`config.mk`:
```
export PLATFORM = sky130hd
export DESIGN_NAME = pps_input_timer_discipline
export DESIGN_NICKNAME = d
export VERILOG_FILES = /design/src/rtl/ppstd_pkg.sv /design/src/rtl/ppstd_core.sv /design/src/rtl/pps_input_timer_discipline.sv
export SDC_FILE = /design/constraint.sdc
export NUM_CORES = 2
export LEC_CHECK = 0
export ABC_AREA = 0
export BUFFER_PORTS_ARGS = -buffer_cell sky130_fd_sc_hd__buf_2
export CORE_MARGIN = 2
export CORE_UTILIZATION = 30
export DETAILED_ROUTE_END_ITERATION = 10
export PLACE_DENSITY = 0.56
export SETUP_SLACK_MARGIN = 0.02
export SYNTH_ARGS = -nofsm -noshare
export SYNTH_HDL_FRONTEND = slang
export SYNTH_HIERARCHICAL = 1
export SYNTH_SLANG_ARGS = --single-unit
```
`constraint.sdc`:
```
create_clock -name clk_i -period 15.6 [get_ports clk_i]
set_clock_uncertainty 0.2 [all_clocks]
set_input_delay 0.78 -clock clk_i [delete_from_list [all_inputs] [get_ports clk_i]]
set_output_delay 0.78 -clock clk_i [all_outputs]
set_load 0.005 [all_outputs]
```
`src/rtl/ppstd_pkg.sv`:
```
package ppstd_pkg;

  // Event kinds carried in the input tuser bit
  typedef enum logic [0:0] {
    CMD_CAPTURE  = 1'b0,
    CMD_OVERFLOW = 1'b1
  } cmd_e;

  // Field widths
  localparam int unsigned CntW  = 32;
  localparam int unsigned RateW = 28;

  // Reset value of the clock rate register, in hertz
  localparam int unsigned RateReset = 24000000;

  // Mean deficit in cycles times this, below the clock rate, means under 500 ns
  localparam int unsigned TicksPerUnit = 1000000000 / 500;

  // Reciprocal of TicksPerUnit for an exact floor quotient of a 29-bit dividend
  localparam int unsigned  RecipShift = 51;
  localparam logic [63:0]  RecipWide  = ((64'd1 << RecipShift) + 64'(TicksPerUnit) - 64'd1)
                                        / 64'(TicksPerUnit);
  localparam int unsigned  RecipW     = 31;
  localparam logic [RecipW-1:0] Recip = RecipW'(RecipWide);

  // Threshold units for the reset clock rate: ceil(rate / TicksPerUnit)
  localparam int unsigned RateResetUnits = (RateReset + TicksPerUnit - 1) / TicksPerUnit;

  // Width of the threshold unit count (ceil of a 28-bit rate over TicksPerUnit)
  localparam int unsigned UnitW = 8;

  // One result word
  typedef struct packed {
    logic            write_load;
    logic [CntW-1:0] load_value;
    logic            trigger_reload;
    logic            start_compare;
    logic [CntW-1:0] phase_deficit;
    logic [CntW-1:0] period_estimate;
  } result_t;

endpackage

```
`src/rtl/ppstd_core.sv`:
```
module ppstd_core #(
  parameter int unsigned AVG_LEN = 4
) (
  input  logic                       clk_i,
  input  logic                       rst_ni,
  input  logic                       cfg_we_i,
  input  logic [ppstd_pkg::RateW-1:0] cfg_wdata_i,
  input  logic                       step_i,
  input  ppstd_pkg::cmd_e            cmd_i,
  input  logic [ppstd_pkg::CntW-1:0] cap_i,
  input  logic                       cmp_on_i,
  output ppstd_pkg::result_t         res_o
);
  import ppstd_pkg::*;

  localparam int unsigned IdxW = $clog2(AVG_LEN);
  localparam int unsigned ThrW = UnitW + $clog2(AVG_LEN);
  localparam int unsigned SumW = CntW + 1 + $clog2(AVG_LEN);
  localparam int unsigned XW   = RateW + 1;

  // Discipline state
  logic [CntW-1:0] period_q, period_d;
  logic [IdxW-1:0] idx_q, idx_d;
  logic            prev_valid_q, prev_valid_d;
  logic [CntW-1:0] prev_cap_q, prev_cap_d;
  logic [CntW-1:0] load_cur_q, load_cur_d;    // load entry at the ring position
  logic [CntW-1:0] load_prev_q, load_prev_d;  // load entry one behind
  logic [CntW-1:0] def_prev_q, def_prev_d;    // deficit entry one behind
  logic [CntW-1:0] def_q [AVG_LEN];
  logic            def_all;
  logic            def_one;
  logic [CntW-1:0] def_val;

  // Start threshold on the deficit sum, refreshed on each rate write
  logic [ThrW-1:0]      thr_q, thr_d;
  logic [RateW-1:0]     rate_eff;
  logic [XW-1:0]        rate_x;
  logic [XW+RecipW-1:0] rate_prod;
  logic [UnitW-1:0]     units;

  always_comb begin
    rate_eff  = (cfg_wdata_i == '0) ? RateW'(1) : cfg_wdata_i;
    rate_x    = XW'(rate_eff) + XW'(TicksPerUnit - 1);
    rate_prod = XW'(rate_x) * (XW+RecipW)'(Recip);
    units     = UnitW'(rate_prod >> RecipShift);
    thr_d     = ThrW'(units) * ThrW'(AVG_LEN);
  end

  always_ff @(posedge clk_i or negedge rst_ni) begin
    if (!rst_ni) begin
      thr_q <= ThrW'(RateResetUnits * AVG_LEN);
    end else if (cfg_we_i) begin
      thr_q <= thr_d;
    end
  end

  // Sum of absolute deficits over the ring
  logic [SumW-1:0] def_sum;
  logic [CntW-1:0] mag;

  always_comb begin
    def_sum = '0;
    for (int k = 0; k < AVG_LEN; k++) begin
      mag     = def_q[k][CntW-1] ? (CntW'(0) - def_q[k]) : def_q[k];
      def_sum = def_sum + SumW'(mag);
    end
  end

  // Capture arithmetic
  logic [CntW-1:0] half_neg;
  logic [CntW-1:0] d_val;
  logic [CntW-1:0] p_meas;
  logic [CntW+1:0] avg_sum;
  logic [CntW-1:0] period_new;
  logic [CntW-1:0] load_new;
  logic [CntW-1:0] first_period;
  logic [IdxW-1:0] idx_next;

  always_comb begin
    half_neg     = CntW'(0) - (period_q >> 1);
    d_val        = (cap_i > half_neg) ? cap_i : (cap_i - load_cur_q);
    p_meas       = (CntW'(0) - load_prev_q) + d_val - def_prev_q;
    avg_sum      = {2'b00, period_q} + {1'b0, period_q, 1'b0} + {2'b00, p_meas};
    period_new   = prev_valid_q ? avg_sum[CntW+1:2] : period_q;
    load_new     = CntW'(0) - ((period_new << 1) + load_cur_q + d_val);
    first_period = cap_i - prev_cap_q;
    idx_next     = (idx_q == IdxW'(AVG_LEN - 1)) ? '0 : idx_q + IdxW'(1);
  end

  // Next state and result
  always_comb begin
    period_d     = period_q;
    idx_d        = idx_q;
    prev_valid_d = prev_valid_q;
    prev_cap_d   = prev_cap_q;
    load_cur_d   = load_cur_q;
    load_prev_d  = load_prev_q;
    def_prev_d   = def_prev_q;
    def_all      = 1'b0;
    def_one      = 1'b0;
    def_val      = d_val;

    res_o                 = '0;
    res_o.period_estimate = period_q;

    case (cmd_i)
      CMD_CAPTURE: begin
        if (prev_valid_q && (period_q == '0)) begin
          // First period found: fill the rings and ask for an immediate reload
          period_d             = first_period;
          load_cur_d           = CntW'(0) - first_period;
          load_prev_d          = CntW'(0) - first_period;
          def_prev_d           = CntW'(0) - first_period;
          def_all              = 1'b1;
          def_val              = CntW'(0) - first_period;
          prev_valid_d         = 1'b0;
          res_o.write_load     = 1'b1;
          res_o.trigger_reload = 1'b1;
          res_o.load_value     = CntW'(0) - first_period;
        end else begin
          if (period_q != '0) begin
            period_d            = period_new;
            def_one             = prev_valid_q;
            def_all             = !prev_valid_q;
            def_prev_d          = d_val;
            load_prev_d         = load_cur_q;
            load_cur_d          = load_new;
            idx_d               = idx_next;
            res_o.load_value    = load_new;
            res_o.write_load    = !d_val[CntW-1];
            res_o.phase_deficit = d_val;
          end
          prev_cap_d   = cap_i;
          prev_valid_d = 1'b1;
        end
      end
      CMD_OVERFLOW: begin
        if (period_q != '0) begin
          res_o.write_load    = 1'b1;
          res_o.load_value    = load_cur_q;
          res_o.start_compare = !cmp_on_i && (def_sum < SumW'(thr_q));
        end
      end
      default: begin
        res_o = '0;
      end
    endcase

    res_o.period_estimate = period_d;
  end

  // Hold the state between events
  always_ff @(posedge clk_i or negedge rst_ni) begin
    if (!rst_ni) begin
      period_q     <= '0;
      idx_q        <= '0;
      prev_valid_q <= 1'b0;
      prev_cap_q   <= '0;
      load_cur_q   <= '0;
      load_prev_q  <= '0;
      def_prev_q   <= '0;
      for (int k = 0; k < AVG_LEN; k++) begin
        def_q[k] <= '0;
      end
    end else if (step_i) begin
      period_q     <= period_d;
      idx_q        <= idx_d;
      prev_valid_q <= prev_valid_d;
      prev_cap_q   <= prev_cap_d;
      load_cur_q   <= load_cur_d;
      load_prev_q  <= load_prev_d;
      def_prev_q   <= def_prev_d;
      for (int k = 0; k < AVG_LEN; k++) begin
        if (def_all || (def_one && (idx_q == IdxW'(k)))) begin
          def_q[k] <= def_val;
        end
      end
    end
  end

endmodule

```
`src/rtl/pps_input_timer_discipline.sv`:
```
// Channel   Dir  Fields (lowest bit up)
// s_axis    in   tuser: cmd; tdata: capture_value, compare_on, zero pad to 40 bits
// m_axis    out  tdata: write_load, load_value, trigger_reload, start_compare,
//                phase_deficit, period_estimate, zero pad to 104 bits
// cfg       in   cfg_we_i / cfg_wdata_i: clock_rate
//
// One word is accepted per cycle while m_axis does not stall; its result word is
// taken from the input register through the core into the result register.
// The rate is set by the single registered pass through the discipline core
// between the input register and the result register.
// rst_ni clears the discipline state and sets clock_rate to 24 MHz.
// A stalled m_axis fills both registers, after which s_axis_tready drops.
module pps_input_timer_discipline #(
  parameter int unsigned AVG_LEN = 4
) (
  input  logic                       clk_i,
  input  logic                       rst_ni,
  input  logic                       cfg_we_i,
  input  logic [ppstd_pkg::RateW-1:0] cfg_wdata_i,  // clock_rate
  input  logic                       s_axis_tvalid,
  output logic                       s_axis_tready,
  input  logic [39:0]                s_axis_tdata,  // capture_value, compare_on
  input  logic [0:0]                 s_axis_tuser,  // cmd
  output logic                       m_axis_tvalid,
  input  logic                       m_axis_tready,
  // write_load, load_value, trigger_reload, start_compare, phase_deficit,
  // period_estimate
  output logic [103:0]               m_axis_tdata
);
  import ppstd_pkg::*;

  // Input register
  logic            in_v_q;
  cmd_e            in_cmd_q;
  logic [CntW-1:0] in_cap_q;
  logic            in_cmp_q;

  // Result register
  logic    out_v_q;
  result_t out_q;
  result_t res;

  logic advance;

  assign advance       = in_v_q && (!out_v_q || m_axis_tready);
  assign s_axis_tready = !in_v_q || advance;

  // Accept a word into the input register
  always_ff @(posedge clk_i or negedge rst_ni) begin
    if (!rst_ni) begin
      in_v_q <= 1'b0;
    end else if (s_axis_tready) begin
      in_v_q <= s_axis_tvalid;
    end
  end

  always_ff @(posedge clk_i) begin
    if (s_axis_tready && s_axis_tvalid) begin
      in_cmd_q <= cmd_e'(s_axis_tuser);
      in_cap_q <= s_axis_tdata[CntW-1:0];
      in_cmp_q <= s_axis_tdata[CntW];
    end
  end

  ppstd_core #(
    .AVG_LEN (AVG_LEN)
  ) u_core (
    .clk_i       (clk_i),
    .rst_ni      (rst_ni),
    .cfg_we_i    (cfg_we_i),
    .cfg_wdata_i (cfg_wdata_i),
    .step_i      (advance),
    .cmd_i       (in_cmd_q),
    .cap_i       (in_cap_q),
    .cmp_on_i    (in_cmp_q),
    .res_o       (res)
  );

  // Advance the result register
  always_ff @(posedge clk_i or negedge rst_ni) begin
    if (!rst_ni) begin
      out_v_q <= 1'b0;
    end else if (!out_v_q || m_axis_tready) begin
      out_v_q <= in_v_q;
    end
  end

  always_ff @(posedge clk_i) begin
    if (advance) begin
      out_q <= res;
    end
  end

  // Pack the result word
  assign m_axis_tvalid = out_v_q;
  assign m_axis_tdata  = {5'b00000,
                          out_q.period_estimate,
                          out_q.phase_deficit,
                          out_q.start_compare,
                          out_q.trigger_reload,
                          out_q.load_value,
                          out_q.write_load};

endmodule
```
==> impl_metrics.tcl <==
set metrics [dict create \
    layout.cells.most_common "sky130_fd_sc_hd__inv_1" \
    drt_pre_antenna_iters 7 \
    dominantRegCellSynth "sky130_fd_sc_hd__dfrtp_1" \
    synthCells 5431 \
    grt_first_pass_wirelength_um 243000 \
    gp_congestion 0.936 \
    timing.final.crit_period_ns 14.70 \
    number_of_cts_inserted_buffers 52 \
    timing.hold.worst_path_depth 1 \
    critPathSlowestCell "sky130_fd_sc_hd__a21boi_0" \
    drive_gt1_frac 0.0768 \
    pin_count_of_the_biggest_net_entering_global_routing 78 \
    crit_path_max_incr_delay_ns 0.56 \
    postCtsSetupRepairBufs 0 \
    worstPathRequired_ns 15.74 \
    die_x_um 413 \
    route.vias.total 40200 \
    cts-root-buf "sky130_fd_sc_hd__clkbuf_16" \
    synth-async-reset-ratio 0.694 \
    top_level_pins 180 \
    worst-path-stages 54 \
    finalWirelength_um 158000 \
    floorplan.die_area_mm2 0.170 \
    grt_use_total 0.185 \
    grt_util_met3 0.0206 \
    synth.cell_area_mm2 0.0502 \
    cts.sink_count 434 \
    worst-setup-path-type "flop to flop" \
    avgRoutedWirePerCell_um 20.2 \
    ys.warnings.count 6 \
    layout.cells.most_common_list "743 x sky130_fd_sc_hd__inv_1, 625 x sky130_fd_sc_hd__ha_1, 491 x sky130_fd_sc_hd__nand2_1" \
    clock_tree.htree_level_count 2 \
    status "finished, final reports clean" \
    final_max_slew_viol_count 0 \
    drt-vias-per-instance 5.13 \
    finalNetCount 6733 \
    initial_utilization 0.301 \
    synthesis.area_per_instance_um2 9.24 \
    port_buffers 167 \
    row_count 150 \
    hold_path_class "input pin to flop" \
    worst-endpoint-arrival_ns 14.84 \
    finalSetupViolations 0 \
    clock.fmax_mhz 68.0 \
    yosysSeqAreaShare 0.230 \
    worst-r2r-setup-slack_ns 0.90 \
    timing.critical_path.mode_cell "sky130_fd_sc_hd__ha_1" \
    tritoncts "yes" \
    synth-edff-count 133 \
    critical-path-top-delay-family "compound AO/OA/AOI/OAI gates" \
    ff2ff_path_depth 54 \
    clock_latency_ns 0.65 \
    setup_repair_after_global_routing_missed_its_margin "no" \
    final_hold_viol_count 0 \
    area_delta_synth_final_pct 11.1 \
    dpl.hpwl_um 129000 \
    postSynthRegisterBits 434 \
    relative_max_transition_margin 0.165 \
    globalRouteMet2Util 0.292 \
    grt_busiest_layer "met2" \
    worst_setup_path_end_kind "flop" \
    critPathLaunchType "flop" \
    period_share 0.942 \
    grt_overflow 0 \
    drt_iter0_markers 3125 \
    drc 0 \
    fin_setup_tns_ns 0 \
    met1_usage 0.268 \
    antenna_violating_nets_post_route 0 \
    grt_antenna_before_repair 8 \
    number_of_global_route_vias_before_repair 40300 \
    worst_slew_pin_slew_ns 1.24 \
    critPathBufInv 4 \
    path_max_fanout 11 \
    number_of_violations_of_the_max_capacitance_limit 0 \
    coreArea_mm2 0.167 \
    yosys.cell_types.count 96 \
    die_h_um 413 \
    clock_path_buffers 3 \
    path_clk_slew_ns 0.07 \
]
## through the flow
stage / hold WS (ns) / setup WS [ns] / area, µm² / utilization / std cells
2_1_floorplan: 0.249 / 3.36 / 50200 / - / 5435
3_3_place_gp: 0.262 / 0.957 / 53800 / 0.323 / 7721
3_5_place_dp: 0.272 / 0.906 / 53800 / 0.323 / 7721
4_1_cts: 0.0593 / 0.828 / 55700 / 0.334 / 7819
5_1_grt: 0.0835 / 0.0893 / 55700 / 0.334 / 7819
6_report: 0.106 / 0.901 / 55700 / 0.334 / 7822
## metal layers
layer,vias up,routed length (µm)
li1,19000,-
met2,1237,70100
met4,0,4470
met5,-,0
met3,206,9130
met1,19700,74500
## registers in the layout (all words and copies together), names as in the netlist
name                 cells
u_core/def_q           128
in_v_q                   1
u_core/prev_valid_q      1
u_core/prev_cap_q       32
u_core/idx_q             2
m_axis_tdata            99
in_cmd_q                 1
u_core/period_q         32
in_cmp_q                 1
u_core/thr_q             8
m_axis_tvalid            1
in_cap_q                32
u_core/def_prev_q       32
u_core/load_prev_q      32
u_core/load_cur_q       32
## synth_stat cells, types with 36 or more instances
cell	number	share of area
sky130_fd_sc_hd__mux2i_1	45	0.0090
sky130_fd_sc_hd__a21oi_1	285	0.028
sky130_fd_sc_hd__ha_1	626	0.16
sky130_fd_sc_hd__a21o_1	117	0.018
sky130_fd_sc_hd__nand2_1	491	0.037
sky130_fd_sc_hd__xor2_1	69	0.012
sky130_fd_sc_hd__fa_1	461	0.18
sky130_fd_sc_hd__or4_1	36	0.0054
sky130_fd_sc_hd__nor2_1	294	0.022
sky130_fd_sc_hd__nand4_1	38	0.0047
sky130_fd_sc_hd__o31ai_1	43	0.0064
sky130_fd_sc_hd__inv_1	743	0.056
sky130_fd_sc_hd__dfrtp_1	299	0.15
sky130_fd_sc_hd__nand2b_1	56	0.0070
sky130_fd_sc_hd__nor3_1	66	0.0066
sky130_fd_sc_hd__o21a_1	42	0.0063
sky130_fd_sc_hd__edfxtp_1	133	0.080
sky130_fd_sc_hd__a31oi_1	65	0.0081
sky130_fd_sc_hd__o21ai_0	413	0.041
sky130_fd_sc_hd__nand3_1	67	0.0067
sky130_fd_sc_hd__xnor2_1	261	0.046
sky130_fd_sc_hd__clkbuf_1	143	0.011
## worst register-to-register path, delay by kind of cell, from the launching register on
| family | cells | cell delay (ns) |
|---|---|---|
| buf+inv | 4 | 0.66 |
| compound gates | 17 | 4.45 |
| fa+ha+maj | 9 | 3.44 |
| mux | 2 | 0.58 |
| xor+xnor | 3 | 0.63 |
| simple gates | 19 | 3.97 |
| flops | 1 | 0.45 |
## worst paths after layout
check	startpoint	endpoint
setup reg to reg	u_core/period_q[1]	m_axis_tdata[32]
min in group asynchronous	rst_ni	u_core/prev_cap_q[28]
hold reg to reg	u_core/def_prev_q[7]	u_core/def_prev_q[7]
max in group asynchronous	rst_ni	u_core/def_q[111]
hold / removal	s_axis_tdata[7]	in_cap_q[7]
setup / recovery	u_core/period_q[1]	m_axis_tdata[32]
## kinds of logic (layout without fill, tap and decap cells)
family          count (synthesis)  count (layout)  share of synthesized area
compound gates               1320            1320                      0.167
mux                            77              77                     0.0162
fa+ha+maj                    1087            1087                      0.340
simple gates                 1277            1277                      0.120
xor+xnor                      331             331                     0.0581
other cells                     1               8                  0.0000748
buf+inv                       904            1084                     0.0680
flops                         434             434                      0.230
## timing repair
| action | in CTS | in global routing |
|---|---|---|
| endpoints found under the hold margin | 63 | 0 |
| resized for setup | 0 | 3 |
| hold buffers | 1 | 0 |
| setup endpoints to repair | 0 | 3 |
## area by class of cell
class / count / area, µm²
Antenna cell: 3 / 7.51
Fill cell: 17200 / 111000
Sequential cell: 434 / 11500
Inverter: 746 / 2800
Multi-Input combinational cell: 4097 / 35300
Tap cell: 2204 / 2760
Timing Repair Buffer: 241 / 1410
Clock inverter: 30 / 472
Clock buffer: 67 / 1430
Power is not shown: default switching activity piles up to over one toggle a cycle in this logic, so the estimate is an artifact.
